File: src/tta_pkg.sv
`default_nettype none

package tta_pkg;

    // Configuration port geometry.
    localparam int CFG_ADDR_W = 3;
    localparam int CFG_DATA_W = 13;

    // Register field widths.
    localparam int RANK_W       = 3;
    localparam int DIM_REG_W    = 13;
    localparam int ORDER_W      = 8;
    localparam int AXIS_FIELD_W = 2;

    // Number of axis size registers and axis order fields on the port.
    localparam int CFG_DIMS = 4;

    // Width of the index fields on the result stream.
    localparam int OUT_IDX_W = 32;

    // Register indexes.
    localparam logic [CFG_ADDR_W-1:0] CFG_RANK       = 3'd0;
    localparam logic [CFG_ADDR_W-1:0] CFG_DIM0       = 3'd1;
    localparam logic [CFG_ADDR_W-1:0] CFG_DIM1       = 3'd2;
    localparam logic [CFG_ADDR_W-1:0] CFG_DIM2       = 3'd3;
    localparam logic [CFG_ADDR_W-1:0] CFG_DIM3       = 3'd4;
    localparam logic [CFG_ADDR_W-1:0] CFG_AXIS_ORDER = 3'd5;

    // Register reset values; the axis order resets to the identity 0,1,2,3.
    localparam logic [RANK_W-1:0]    RANK_RESET  = 3'd1;
    localparam logic [DIM_REG_W-1:0] DIM_RESET   = 13'd1;
    localparam logic [ORDER_W-1:0]   ORDER_RESET = 8'd228;

    // Configuration register set.
    typedef struct packed {
        logic [RANK_W-1:0]                   rank;
        logic [CFG_DIMS-1:0][DIM_REG_W-1:0]  dim_size;
        logic [ORDER_W-1:0]                  axis_order;
    } cfg_t;

    // Stride precompute sequencer states.
    typedef enum logic [2:0] {
        ST_IDLE,
        ST_INIT,
        ST_IN,
        ST_MUL,
        ST_ACC
    } stride_state_t;

endpackage

`default_nettype wire

File: src/tta_skid.sv
`default_nettype none

module tta_skid #(
    parameter int WIDTH = 65
) (
    input  wire logic             clk,
    input  wire logic             rst_n,
    input  wire logic             in_valid,
    output logic                  in_ready,
    input  wire logic [WIDTH-1:0] in_data,
    output logic                  out_valid,
    input  wire logic             out_ready,
    output logic [WIDTH-1:0]      out_data
);

    logic             out_valid_reg;
    logic             out_valid_next;
    logic             skid_valid_reg;
    logic             skid_valid_next;
    logic [WIDTH-1:0] out_data_reg;
    logic [WIDTH-1:0] out_data_next;
    logic [WIDTH-1:0] skid_data_reg;
    logic [WIDTH-1:0] skid_data_next;
    logic             in_fire;
    logic             out_free;

    assign in_ready  = !skid_valid_reg;
    assign in_fire   = in_valid && !skid_valid_reg;
    assign out_free  = !out_valid_reg || out_ready;
    assign out_valid = out_valid_reg;
    assign out_data  = out_data_reg;

    // The output register refills from the skid word first, else from the input.
    always_comb
    begin
        out_valid_next  = out_valid_reg;
        out_data_next   = out_data_reg;
        skid_valid_next = skid_valid_reg;
        skid_data_next  = skid_data_reg;
        if (out_free)
        begin
            if (skid_valid_reg)
            begin
                out_valid_next  = 1'b1;
                out_data_next   = skid_data_reg;
                skid_valid_next = 1'b0;
            end
            else
            begin
                out_valid_next = in_fire;
                out_data_next  = in_data;
            end
        end
        else if (in_fire)
        begin
            skid_valid_next = 1'b1;
            skid_data_next  = in_data;
        end
    end

    always_ff @(posedge clk or negedge rst_n)
    begin
        if (!rst_n)
        begin
            out_valid_reg  <= 1'b0;
            skid_valid_reg <= 1'b0;
        end
        else
        begin
            out_valid_reg  <= out_valid_next;
            skid_valid_reg <= skid_valid_next;
        end
    end

    always_ff @(posedge clk)
    begin
        out_data_reg  <= out_data_next;
        skid_data_reg <= skid_data_next;
    end

endmodule

`default_nettype wire

File: src/tta_stride.sv
`default_nettype none

module tta_stride
    import tta_pkg::*;
#(
    parameter int MAX_DIMS   = 4,
    parameter int DIM_BITS   = 12,
    parameter int INDEX_BITS = 32
) (
    input  wire logic               clk,
    input  wire logic               rst_n,
    input  wire logic               start,
    input  wire cfg_t               cfg,
    output logic                    busy,
    output logic [MAX_DIMS-1:0]     active,
    output logic [DIM_BITS-1:0]     size_m1 [MAX_DIMS],
    output logic [INDEX_BITS-1:0]   delta [MAX_DIMS]
);

    localparam int CNT_W  = (MAX_DIMS > 1) ? $clog2(MAX_DIMS) : 1;
    localparam int SIZE_W = DIM_BITS + 1;
    localparam int CMP_W  = (DIM_REG_W > SIZE_W) ? DIM_REG_W : SIZE_W;
    localparam logic [CNT_W-1:0] CNT_TOP = CNT_W'(MAX_DIMS - 1);

    stride_state_t   state_reg;
    stride_state_t   state_next;
    logic [CNT_W-1:0] cnt_reg;
    logic [CNT_W-1:0] cnt_next;

    logic ld_init;
    logic ld_in;
    logic ld_mul;
    logic ld_acc;

    logic [INDEX_BITS-1:0] in_stride_reg [MAX_DIMS];
    logic [INDEX_BITS-1:0] acc_reg;
    logic [INDEX_BITS-1:0] wrap_reg;
    logic [INDEX_BITS-1:0] stride_k_reg;
    logic [INDEX_BITS-1:0] prod_reg;
    logic [DIM_BITS-1:0]   size_m1_reg [MAX_DIMS];
    logic [INDEX_BITS-1:0] delta_reg [MAX_DIMS];

    logic [CNT_W-1:0]      ax_cur;
    logic [SIZE_W-1:0]     dim_cur;
    logic [SIZE_W-1:0]     dim_ax;
    logic [SIZE_W-1:0]     dim_ax_m1;
    logic [INDEX_BITS-1:0] stride_ax;

    // Effective size of an input axis: zero reads as one, large values saturate.
    function automatic logic [SIZE_W-1:0] eff_dim(input logic [CNT_W-1:0] a);
        logic [CMP_W-1:0] v;
        logic [CMP_W-1:0] cap;
        v   = CMP_W'(1);
        cap = CMP_W'(1) << DIM_BITS;
        for (int j = 0; j < CFG_DIMS; j++)
        begin
            if (int'(a) == j)
            begin
                v = CMP_W'(cfg.dim_size[j]);
            end
        end
        if (v == '0)
        begin
            v = CMP_W'(1);
        end
        else if (v > cap)
        begin
            v = cap;
        end
        return SIZE_W'(v);
    endfunction

    // Input axis taken by output axis k, folded into the axis range.
    function automatic logic [CNT_W-1:0] axis_of(input logic [CNT_W-1:0] k);
        logic [AXIS_FIELD_W-1:0] f;
        f = '0;
        for (int j = 0; j < CFG_DIMS; j++)
        begin
            if (int'(k) == j)
            begin
                f = cfg.axis_order[AXIS_FIELD_W*j +: AXIS_FIELD_W];
            end
        end
        for (int j = 0; j < 3; j++)
        begin
            if (int'(f) >= MAX_DIMS)
            begin
                f = f - AXIS_FIELD_W'(MAX_DIMS);
            end
        end
        return CNT_W'(f);
    endfunction

    // Axes below the clamped rank are in use; axis zero always is.
    always_comb
    begin
        for (int d = 0; d < MAX_DIMS; d++)
        begin
            active[d] = (d == 0) || (int'(cfg.rank) > d);
        end
    end

    // Next state: a pass over the input axes, then a multiply and an
    // accumulate step for each output axis, innermost first.
    always_comb
    begin
        state_next = state_reg;
        cnt_next   = cnt_reg;
        unique case (state_reg)
            ST_IDLE:
            begin
                state_next = ST_IDLE;
            end
            ST_INIT:
            begin
                state_next = ST_IN;
                cnt_next   = CNT_TOP;
            end
            ST_IN:
            begin
                if (cnt_reg == '0)
                begin
                    state_next = ST_MUL;
                    cnt_next   = CNT_TOP;
                end
                else
                begin
                    cnt_next = cnt_reg - 1'b1;
                end
            end
            ST_MUL:
            begin
                state_next = ST_ACC;
            end
            ST_ACC:
            begin
                if (cnt_reg == '0)
                begin
                    state_next = ST_IDLE;
                end
                else
                begin
                    state_next = ST_MUL;
                    cnt_next   = cnt_reg - 1'b1;
                end
            end
            default:
            begin
                state_next = ST_IDLE;
            end
        endcase
        if (start)
        begin
            state_next = ST_INIT;
        end
    end

    // Datapath enables decoded from the state.
    always_comb
    begin
        busy    = 1'b1;
        ld_init = 1'b0;
        ld_in   = 1'b0;
        ld_mul  = 1'b0;
        ld_acc  = 1'b0;
        unique case (state_reg)
            ST_IDLE: busy    = 1'b0;
            ST_INIT: ld_init = 1'b1;
            ST_IN:   ld_in   = 1'b1;
            ST_MUL:  ld_mul  = 1'b1;
            ST_ACC:  ld_acc  = 1'b1;
            default: busy    = 1'b1;
        endcase
    end

    always_ff @(posedge clk or negedge rst_n)
    begin
        if (!rst_n)
        begin
            state_reg <= ST_INIT;
            cnt_reg   <= CNT_TOP;
        end
        else
        begin
            state_reg <= state_next;
            cnt_reg   <= cnt_next;
        end
    end

    // Axis sizes and the axis selection for the current step.
    always_comb
    begin
        dim_cur = eff_dim(cnt_reg);
        ax_cur  = axis_of(cnt_reg);
        dim_ax  = eff_dim(ax_cur);
    end

    assign dim_ax_m1 = dim_ax - 1'b1;
    assign stride_ax = in_stride_reg[ax_cur];

    // Input strides come from a running product of the inner axis sizes.
    // The wrap sum collects (size - 1) * stride over the inner output axes.
    always_ff @(posedge clk)
    begin
        if (ld_init)
        begin
            acc_reg  <= INDEX_BITS'(1);
            wrap_reg <= '0;
        end
        if (ld_in)
        begin
            if (active[cnt_reg])
            begin
                in_stride_reg[cnt_reg] <= acc_reg;
                acc_reg <= INDEX_BITS'(acc_reg * INDEX_BITS'(dim_cur));
            end
            else
            begin
                in_stride_reg[cnt_reg] <= INDEX_BITS'(1);
            end
        end
        if (ld_mul)
        begin
            stride_k_reg         <= stride_ax;
            size_m1_reg[cnt_reg] <= DIM_BITS'(dim_ax_m1);
            prod_reg             <= INDEX_BITS'(stride_ax * INDEX_BITS'(dim_ax_m1));
        end
        if (ld_acc)
        begin
            delta_reg[cnt_reg] <= stride_k_reg - wrap_reg;
            if (active[cnt_reg])
            begin
                wrap_reg <= wrap_reg + prod_reg;
            end
        end
    end

    assign size_m1 = size_m1_reg;
    assign delta   = delta_reg;

endmodule

`default_nettype wire

File: src/tensor_transpose_address_gen.sv
`default_nettype none

// Address generator for an N-dimensional tensor permute. Each input word asks
// for the next element of the output tensor in row-major order and yields one
// result word with the source index to read, the destination index to write
// and tlast on the final element; after that element the walk wraps to zero,
// and a set restart bit returns it to element zero before the element is
// produced. One element is issued per clock while the output buffer has room
// and no precompute runs: the odometer step is a single compare per axis and
// one add of a precomputed per-axis offset delta, and each result is held in a
// two-word output buffer. Every write to a decoded configuration register
// returns the walk to element zero and starts a stride precompute: a start
// step, one step per input axis for the running stride product, and a multiply
// and an accumulate step per output axis; s_axis_tready stays low during it,
// and also during the same pass that follows reset.
module tensor_transpose_address_gen
    import tta_pkg::*;
#(
    parameter int MAX_DIMS   = 4,
    parameter int DIM_BITS   = 12,
    parameter int INDEX_BITS = 32
) (
    input  wire logic                  clk,
    input  wire logic                  rst_n,
    input  wire logic                  cfg_we,
    input  wire logic [CFG_ADDR_W-1:0] cfg_addr,
    input  wire logic [CFG_DATA_W-1:0] cfg_wdata,
    input  wire logic                  s_axis_tvalid,
    output logic                       s_axis_tready,
    input  wire logic [7:0]            s_axis_tdata,   // [0] restart, [7:1] zero
    output logic                       m_axis_tvalid,
    input  wire logic                  m_axis_tready,
    output logic [2*OUT_IDX_W-1:0]     m_axis_tdata,   // [31:0] src_index, [63:32] dst_index
    output logic                       m_axis_tlast    // last
);

    localparam int RES_W = 2 * OUT_IDX_W + 1;

    cfg_t cfg_reg;
    cfg_t cfg_next;
    logic cfg_hit;

    logic                  busy;
    logic [MAX_DIMS-1:0]   active;
    logic [DIM_BITS-1:0]   size_m1 [MAX_DIMS];
    logic [INDEX_BITS-1:0] delta [MAX_DIMS];

    logic [DIM_BITS-1:0]   coord_reg [MAX_DIMS];
    logic [DIM_BITS-1:0]   coord_next [MAX_DIMS];
    logic [DIM_BITS-1:0]   cur_coord [MAX_DIMS];
    logic [INDEX_BITS-1:0] src_reg;
    logic [INDEX_BITS-1:0] src_next;
    logic [INDEX_BITS-1:0] dst_reg;
    logic [INDEX_BITS-1:0] dst_next;
    logic [INDEX_BITS-1:0] cur_src;
    logic [INDEX_BITS-1:0] cur_dst;
    logic [INDEX_BITS-1:0] src_step;
    logic [MAX_DIMS-1:0]   at_max;
    logic [MAX_DIMS-1:0]   inner_max;
    logic                  run;
    logic                  last;
    logic                  restart;
    logic                  push;
    logic                  buf_in_ready;
    logic [RES_W-1:0]      res_word;
    logic [RES_W-1:0]      out_word;

    // Configuration register decode.
    always_comb
    begin
        cfg_next = cfg_reg;
        cfg_hit  = 1'b0;
        if (cfg_we)
        begin
            unique case (cfg_addr)
                CFG_RANK:
                begin
                    cfg_next.rank = cfg_wdata[RANK_W-1:0];
                    cfg_hit       = 1'b1;
                end
                CFG_DIM0:
                begin
                    cfg_next.dim_size[0] = cfg_wdata[DIM_REG_W-1:0];
                    cfg_hit              = 1'b1;
                end
                CFG_DIM1:
                begin
                    cfg_next.dim_size[1] = cfg_wdata[DIM_REG_W-1:0];
                    cfg_hit              = 1'b1;
                end
                CFG_DIM2:
                begin
                    cfg_next.dim_size[2] = cfg_wdata[DIM_REG_W-1:0];
                    cfg_hit              = 1'b1;
                end
                CFG_DIM3:
                begin
                    cfg_next.dim_size[3] = cfg_wdata[DIM_REG_W-1:0];
                    cfg_hit              = 1'b1;
                end
                CFG_AXIS_ORDER:
                begin
                    cfg_next.axis_order = cfg_wdata[ORDER_W-1:0];
                    cfg_hit             = 1'b1;
                end
                default:
                begin
                    cfg_hit = 1'b0;
                end
            endcase
        end
    end

    always_ff @(posedge clk or negedge rst_n)
    begin
        if (!rst_n)
        begin
            cfg_reg.rank       <= RANK_RESET;
            cfg_reg.dim_size   <= {CFG_DIMS{DIM_RESET}};
            cfg_reg.axis_order <= ORDER_RESET;
        end
        else
        begin
            cfg_reg <= cfg_next;
        end
    end

    // Stride and wrap offset precompute.
    tta_stride #(
        .MAX_DIMS   (MAX_DIMS),
        .DIM_BITS   (DIM_BITS),
        .INDEX_BITS (INDEX_BITS)
    ) u_stride (
        .clk     (clk),
        .rst_n   (rst_n),
        .start   (cfg_hit),
        .cfg     (cfg_reg),
        .busy    (busy),
        .active  (active),
        .size_m1 (size_m1),
        .delta   (delta)
    );

    assign restart       = s_axis_tdata[0];
    assign s_axis_tready = buf_in_ready && !busy;
    assign push          = s_axis_tvalid && s_axis_tready;

    // Odometer step. An axis advances when every inner axis sits at its
    // maximum; those inner axes wrap, and the source offset moves by the
    // precomputed delta of the advancing axis.
    always_comb
    begin
        run      = 1'b1;
        src_step = '0;
        cur_src  = restart ? '0 : src_reg;
        cur_dst  = restart ? '0 : dst_reg;
        for (int d = MAX_DIMS - 1; d >= 0; d--)
        begin
            cur_coord[d] = restart ? '0 : coord_reg[d];
            at_max[d]    = !active[d] || (cur_coord[d] == size_m1[d]);
            inner_max[d] = run;
            run          = run && at_max[d];
        end
        last = run;
        for (int d = 0; d < MAX_DIMS; d++)
        begin
            if (inner_max[d] && !at_max[d])
            begin
                coord_next[d] = cur_coord[d] + 1'b1;
                src_step      = src_step | delta[d];
            end
            else if (inner_max[d])
            begin
                coord_next[d] = '0;
            end
            else
            begin
                coord_next[d] = cur_coord[d];
            end
        end
        src_next = last ? '0 : cur_src + src_step;
        dst_next = last ? '0 : cur_dst + 1'b1;
    end

    // Walk state: cleared by reset and by every write to a decoded register.
    always_ff @(posedge clk or negedge rst_n)
    begin
        if (!rst_n)
        begin
            for (int d = 0; d < MAX_DIMS; d++)
            begin
                coord_reg[d] <= '0;
            end
            src_reg <= '0;
            dst_reg <= '0;
        end
        else if (cfg_hit)
        begin
            for (int d = 0; d < MAX_DIMS; d++)
            begin
                coord_reg[d] <= '0;
            end
            src_reg <= '0;
            dst_reg <= '0;
        end
        else if (push)
        begin
            coord_reg <= coord_next;
            src_reg   <= src_next;
            dst_reg   <= dst_next;
        end
    end

    // Result word into the output buffer.
    assign res_word = {last, OUT_IDX_W'(cur_dst), OUT_IDX_W'(cur_src)};

    tta_skid #(
        .WIDTH (RES_W)
    ) u_out_buf (
        .clk       (clk),
        .rst_n     (rst_n),
        .in_valid  (s_axis_tvalid && !busy),
        .in_ready  (buf_in_ready),
        .in_data   (res_word),
        .out_valid (m_axis_tvalid),
        .out_ready (m_axis_tready),
        .out_data  (out_word)
    );

    assign m_axis_tdata = out_word[2*OUT_IDX_W-1:0];
    assign m_axis_tlast = out_word[RES_W-1];

endmodule

`default_nettype wire

File: config.mk
export PLATFORM = sky130hd
export DESIGN_NAME = tensor_transpose_address_gen
export DESIGN_NICKNAME = d
export VERILOG_FILES = /design/src/tta_pkg.sv /design/src/tta_skid.sv /design/src/tta_stride.sv /design/src/tensor_transpose_address_gen.sv
export SDC_FILE = /design/constraint.sdc
export NUM_CORES = 2
export LEC_CHECK = 0
export ABC_AREA = 1
export BUFFER_PORTS_ARGS = -buffer_cell sky130_fd_sc_hd__buf_4
export CORE_ASPECT_RATIO = 1.75
export CORE_MARGIN = 2
export CORE_UTILIZATION = 50
export CTS_CLUSTER_DIAMETER = 50
export DETAILED_ROUTE_END_ITERATION = 10
export PLACE_DENSITY = 0.77
export SKIP_LAST_GASP = 1
export SLEW_MARGIN = 20
export SYNTH_ARGS = -nofsm -noshare
export SYNTH_HDL_FRONTEND = slang
export SYNTH_SLANG_ARGS = --single-unit
File: constraint.sdc
create_clock -name clk -period 7.7 [get_ports clk]
set_input_delay 1.54 -clock clk [delete_from_list [all_inputs] [get_ports clk]]
set_output_delay 1.54 -clock clk [all_outputs]
set_load 0.05 [all_outputs]
==> results.md <==
- Status: finished with violations
- Violated checks: setup timing
- Via/cell ratio: 5.57
- CTS root buf: clkbuf_16
- Fin crit period: 8250 ps
- Final nets: 7,137
- WP depth: 45
- CTS tree: done
- Final Cycle Share: 107%
- Syn. warnings: 0
- Ys flop type: edfxtp_1
- # port buffers: 88
- Total congestion overflow: 0
- DP HPWL: 115,000 um
- Startpoint types: register
- Via count: 43,500
- Layout area overhead: 19.2%
- Critical path class: register to register
- Max cap viols: 0
- Routability cong.: 0.975
- Share of async-settable or async-resettable flops after synthesis: 24.5%
- Top cell type's share of synthesized area: 27.7%
- I/O pin count: 96
- Dpl cell area: 59,200 um2
- R2R cell count: 45
- Arr. time, crit path: 8660 ps
- Most frequent cells in the layout: nand2_1 (1,159), inv_1 (1,027), buf_4 (568)
- Inserted Clock Buffers: 72
- Post-synthesis cell type count: 65
- Clock sink count: 744
- 1st-pass router iterations: 6
- Gr usage total: 27.7%
- Min-Delay Path Class: register to register
- Hold depth: 2
- Number of DRC markers in iteration 0: 2,863
- Global-route wire length before repair: 237,000 um
- # hold bufs at CTS: 0
- Clk_skew: 30.5 ps
- Most common cell on crit path: nand2_1
- Clk_lat worst skew: 690 ps
- Critical path required time: 8120 ps
- RSZ-0062 raised after global routing: yes
- DRC: 0
- Worst-margin pin slew: 1100 ps
- CP max-delay cell: dfstp_2
- Sequential cell area: 20,800 um2
- Drt total wl: 154,000 um
- Area of the multi-input gates: 29,600 um2
- Die area: 111,000 um2
- Filler cell count: 8,523
- Flops & latches, synth: 744
- Fmax: 0.121 GHz
- Fin. Hold Viols: 0
- Critical path capture point type: register
- Largest area contributor in the netlist: edfxtp_1
- Crit-path max FO: 7
- Sequential area share after synthesis: 38.6%
- Die span in y: 438 um
- Number of global-route vias before repair: 45,900
- Area of the core: 107,000 um2
- Post-Syn Instances: 5,871
- Critical path's top delay family: adder cells
- Clock-pin slew on the worst setup and hold paths: 70 ps
- Antenna violations before repair: 1
- Endpoints failing setup: 21
- Layout cells sized above 1: 17.4%
- Final worst setup slack: -545 ps
- CTS Buffer Depth: 3
- Avg Cell Area, Syn: 9.18 um2
- Slew Limit Fails: 0
- Buffer and inverter count on the worst path: 10
- DR WL/cell: 19.7 um
- Pin count of the biggest net entering global routing: 127
- Initial core utilization: 50.4%
- Syn nets: 6,626
- Syn Std Cell Area: 53,900 um2
- Design Area, Final: 64,300 um2
- Die Width: 252 um
- Post-route antenna net violation count: 0
- Std cell rows: 159
- Critical Path Max Stage Delay: 580 ps
- Synth top area cells: edfxtp_1 (28%), fa_1 (19%), nand2_1 (8.4%)
- Relative slew slack: 26.3%
- Most common cell after layout, fill and taps aside: nand2_1
- EDFF count, synth: 498
- H-Tree Depth: 3
## cell usage after synthesis, types with 35 or more instances
| library cell | instances |
|---|---|
| ha_1 | 209 |
| nor2_1 | 543 |
| nand3_1 | 175 |
| xor2_1 | 140 |
| nand4_1 | 72 |
| edfxtp_1 | 498 |
| dfrtp_1 | 170 |
| o21ai_0 | 280 |
| clkbuf_1 | 153 |
| o22ai_1 | 79 |
| dfxtp_1 | 64 |
| a21oi_1 | 199 |
| xnor2_1 | 64 |
| nor3_1 | 35 |
| inv_1 | 1062 |
| a22oi_1 | 43 |
| fa_1 | 517 |
| nand2_1 | 1213 |
## path summary, 6_finish.rpt
path | from | end | slack [ps]
worst max-delay path | u_stride.cnt_reg[0] | u_stride.prod_reg[30] | -550
worst min-delay path | cfg_reg[55] | cfg_reg[55] | 480
worst max register to register | u_stride.cnt_reg[0] | u_stride.prod_reg[30] | -550
worst min register to register | cfg_reg[55] | cfg_reg[55] | 480
max in group asynchronous | rst_n | src_reg[23] | 5350
min in group asynchronous | rst_n | dst_reg[17] | 930
## metrics by stage
stage / utilization, % / setup TNS, ps / instances / hold slack [ps] / worst slack [ps]
6_report: 60.0 / -6420 / 7811 / 483 / -545
5_1_grt: 60.0 / -14070 / 7811 / 521 / -856
4_1_cts: 58.7 / -2410 / 7748 / 487 / -315
3_3_place_gp: 55.3 / -12320 / 7563 / 461 / -910
2_1_floorplan: - / -193 / 5871 / 446 / -90.2
3_5_place_dp: 55.3 / -15020 / 7563 / 464 / -1040
## worst reg2reg max path, delay by kind of cell, from the launching register on
family	cells	cell delay (ps)
simple gates	16	1490
buf+inv	10	1050
flops	1	580
fa+ha+maj	8	3240
xor+xnor	1	130
compound gates	10	1490
## logic make-up (layout without fill, tap and decap cells)
family          after synthesis  after routing  share of synthesized area [%]
other cells                   0              1                              0
fa+ha+maj                   726            726                           24.0
flops                       744            744                           38.6
xor+xnor                    204            204                           3.31
compound gates              761            761                           8.36
simple gates               2137           2137                           16.5
buf+inv                    1299           1870                           9.22
## area by class of cell
| class | instances | area share (%) |
|---|---|---|
| Antenna cell | 1 | 0.00389 |
| Clock buffer | 94 | 3.03 |
| Clock inverter | 40 | 0.794 |
| Inverter | 1088 | 6.48 |
| Multi-Input combinational cell | 3828 | 46.1 |
| Sequential cell | 744 | 32.4 |
| Tap cell | 1368 | 2.66 |
| Timing Repair Buffer | 645 | 8.55 |
| Timing Repair inverter | 3 | 0.0292 |
## timing repair
action                                  in CTS  in global routing
endpoints found under the setup margin      30                 32
buffers inserted                            52                 64
hold endpoints to repair                     0                  0
gates cloned                                 4                  5
resized for setup                          196                226
pin swaps                                   95                120
## layer usage
metal / routed length, um / GRT usage, % / up-vias / part of all wire [%]
met1: 47900 / 25.5 / 21300 / 31
met5: 0 / 0 / - / 0
met3: 7740 / 3.95 / 836 / 5.0
met2: 82400 / 52.4 / 1700 / 53
met4: 16100 / 24.0 / 0 / 10
li1: - / - / 19700 / -
Power is not shown: default switching activity piles up to over one toggle a cycle in this logic, so the estimate is an artifact.
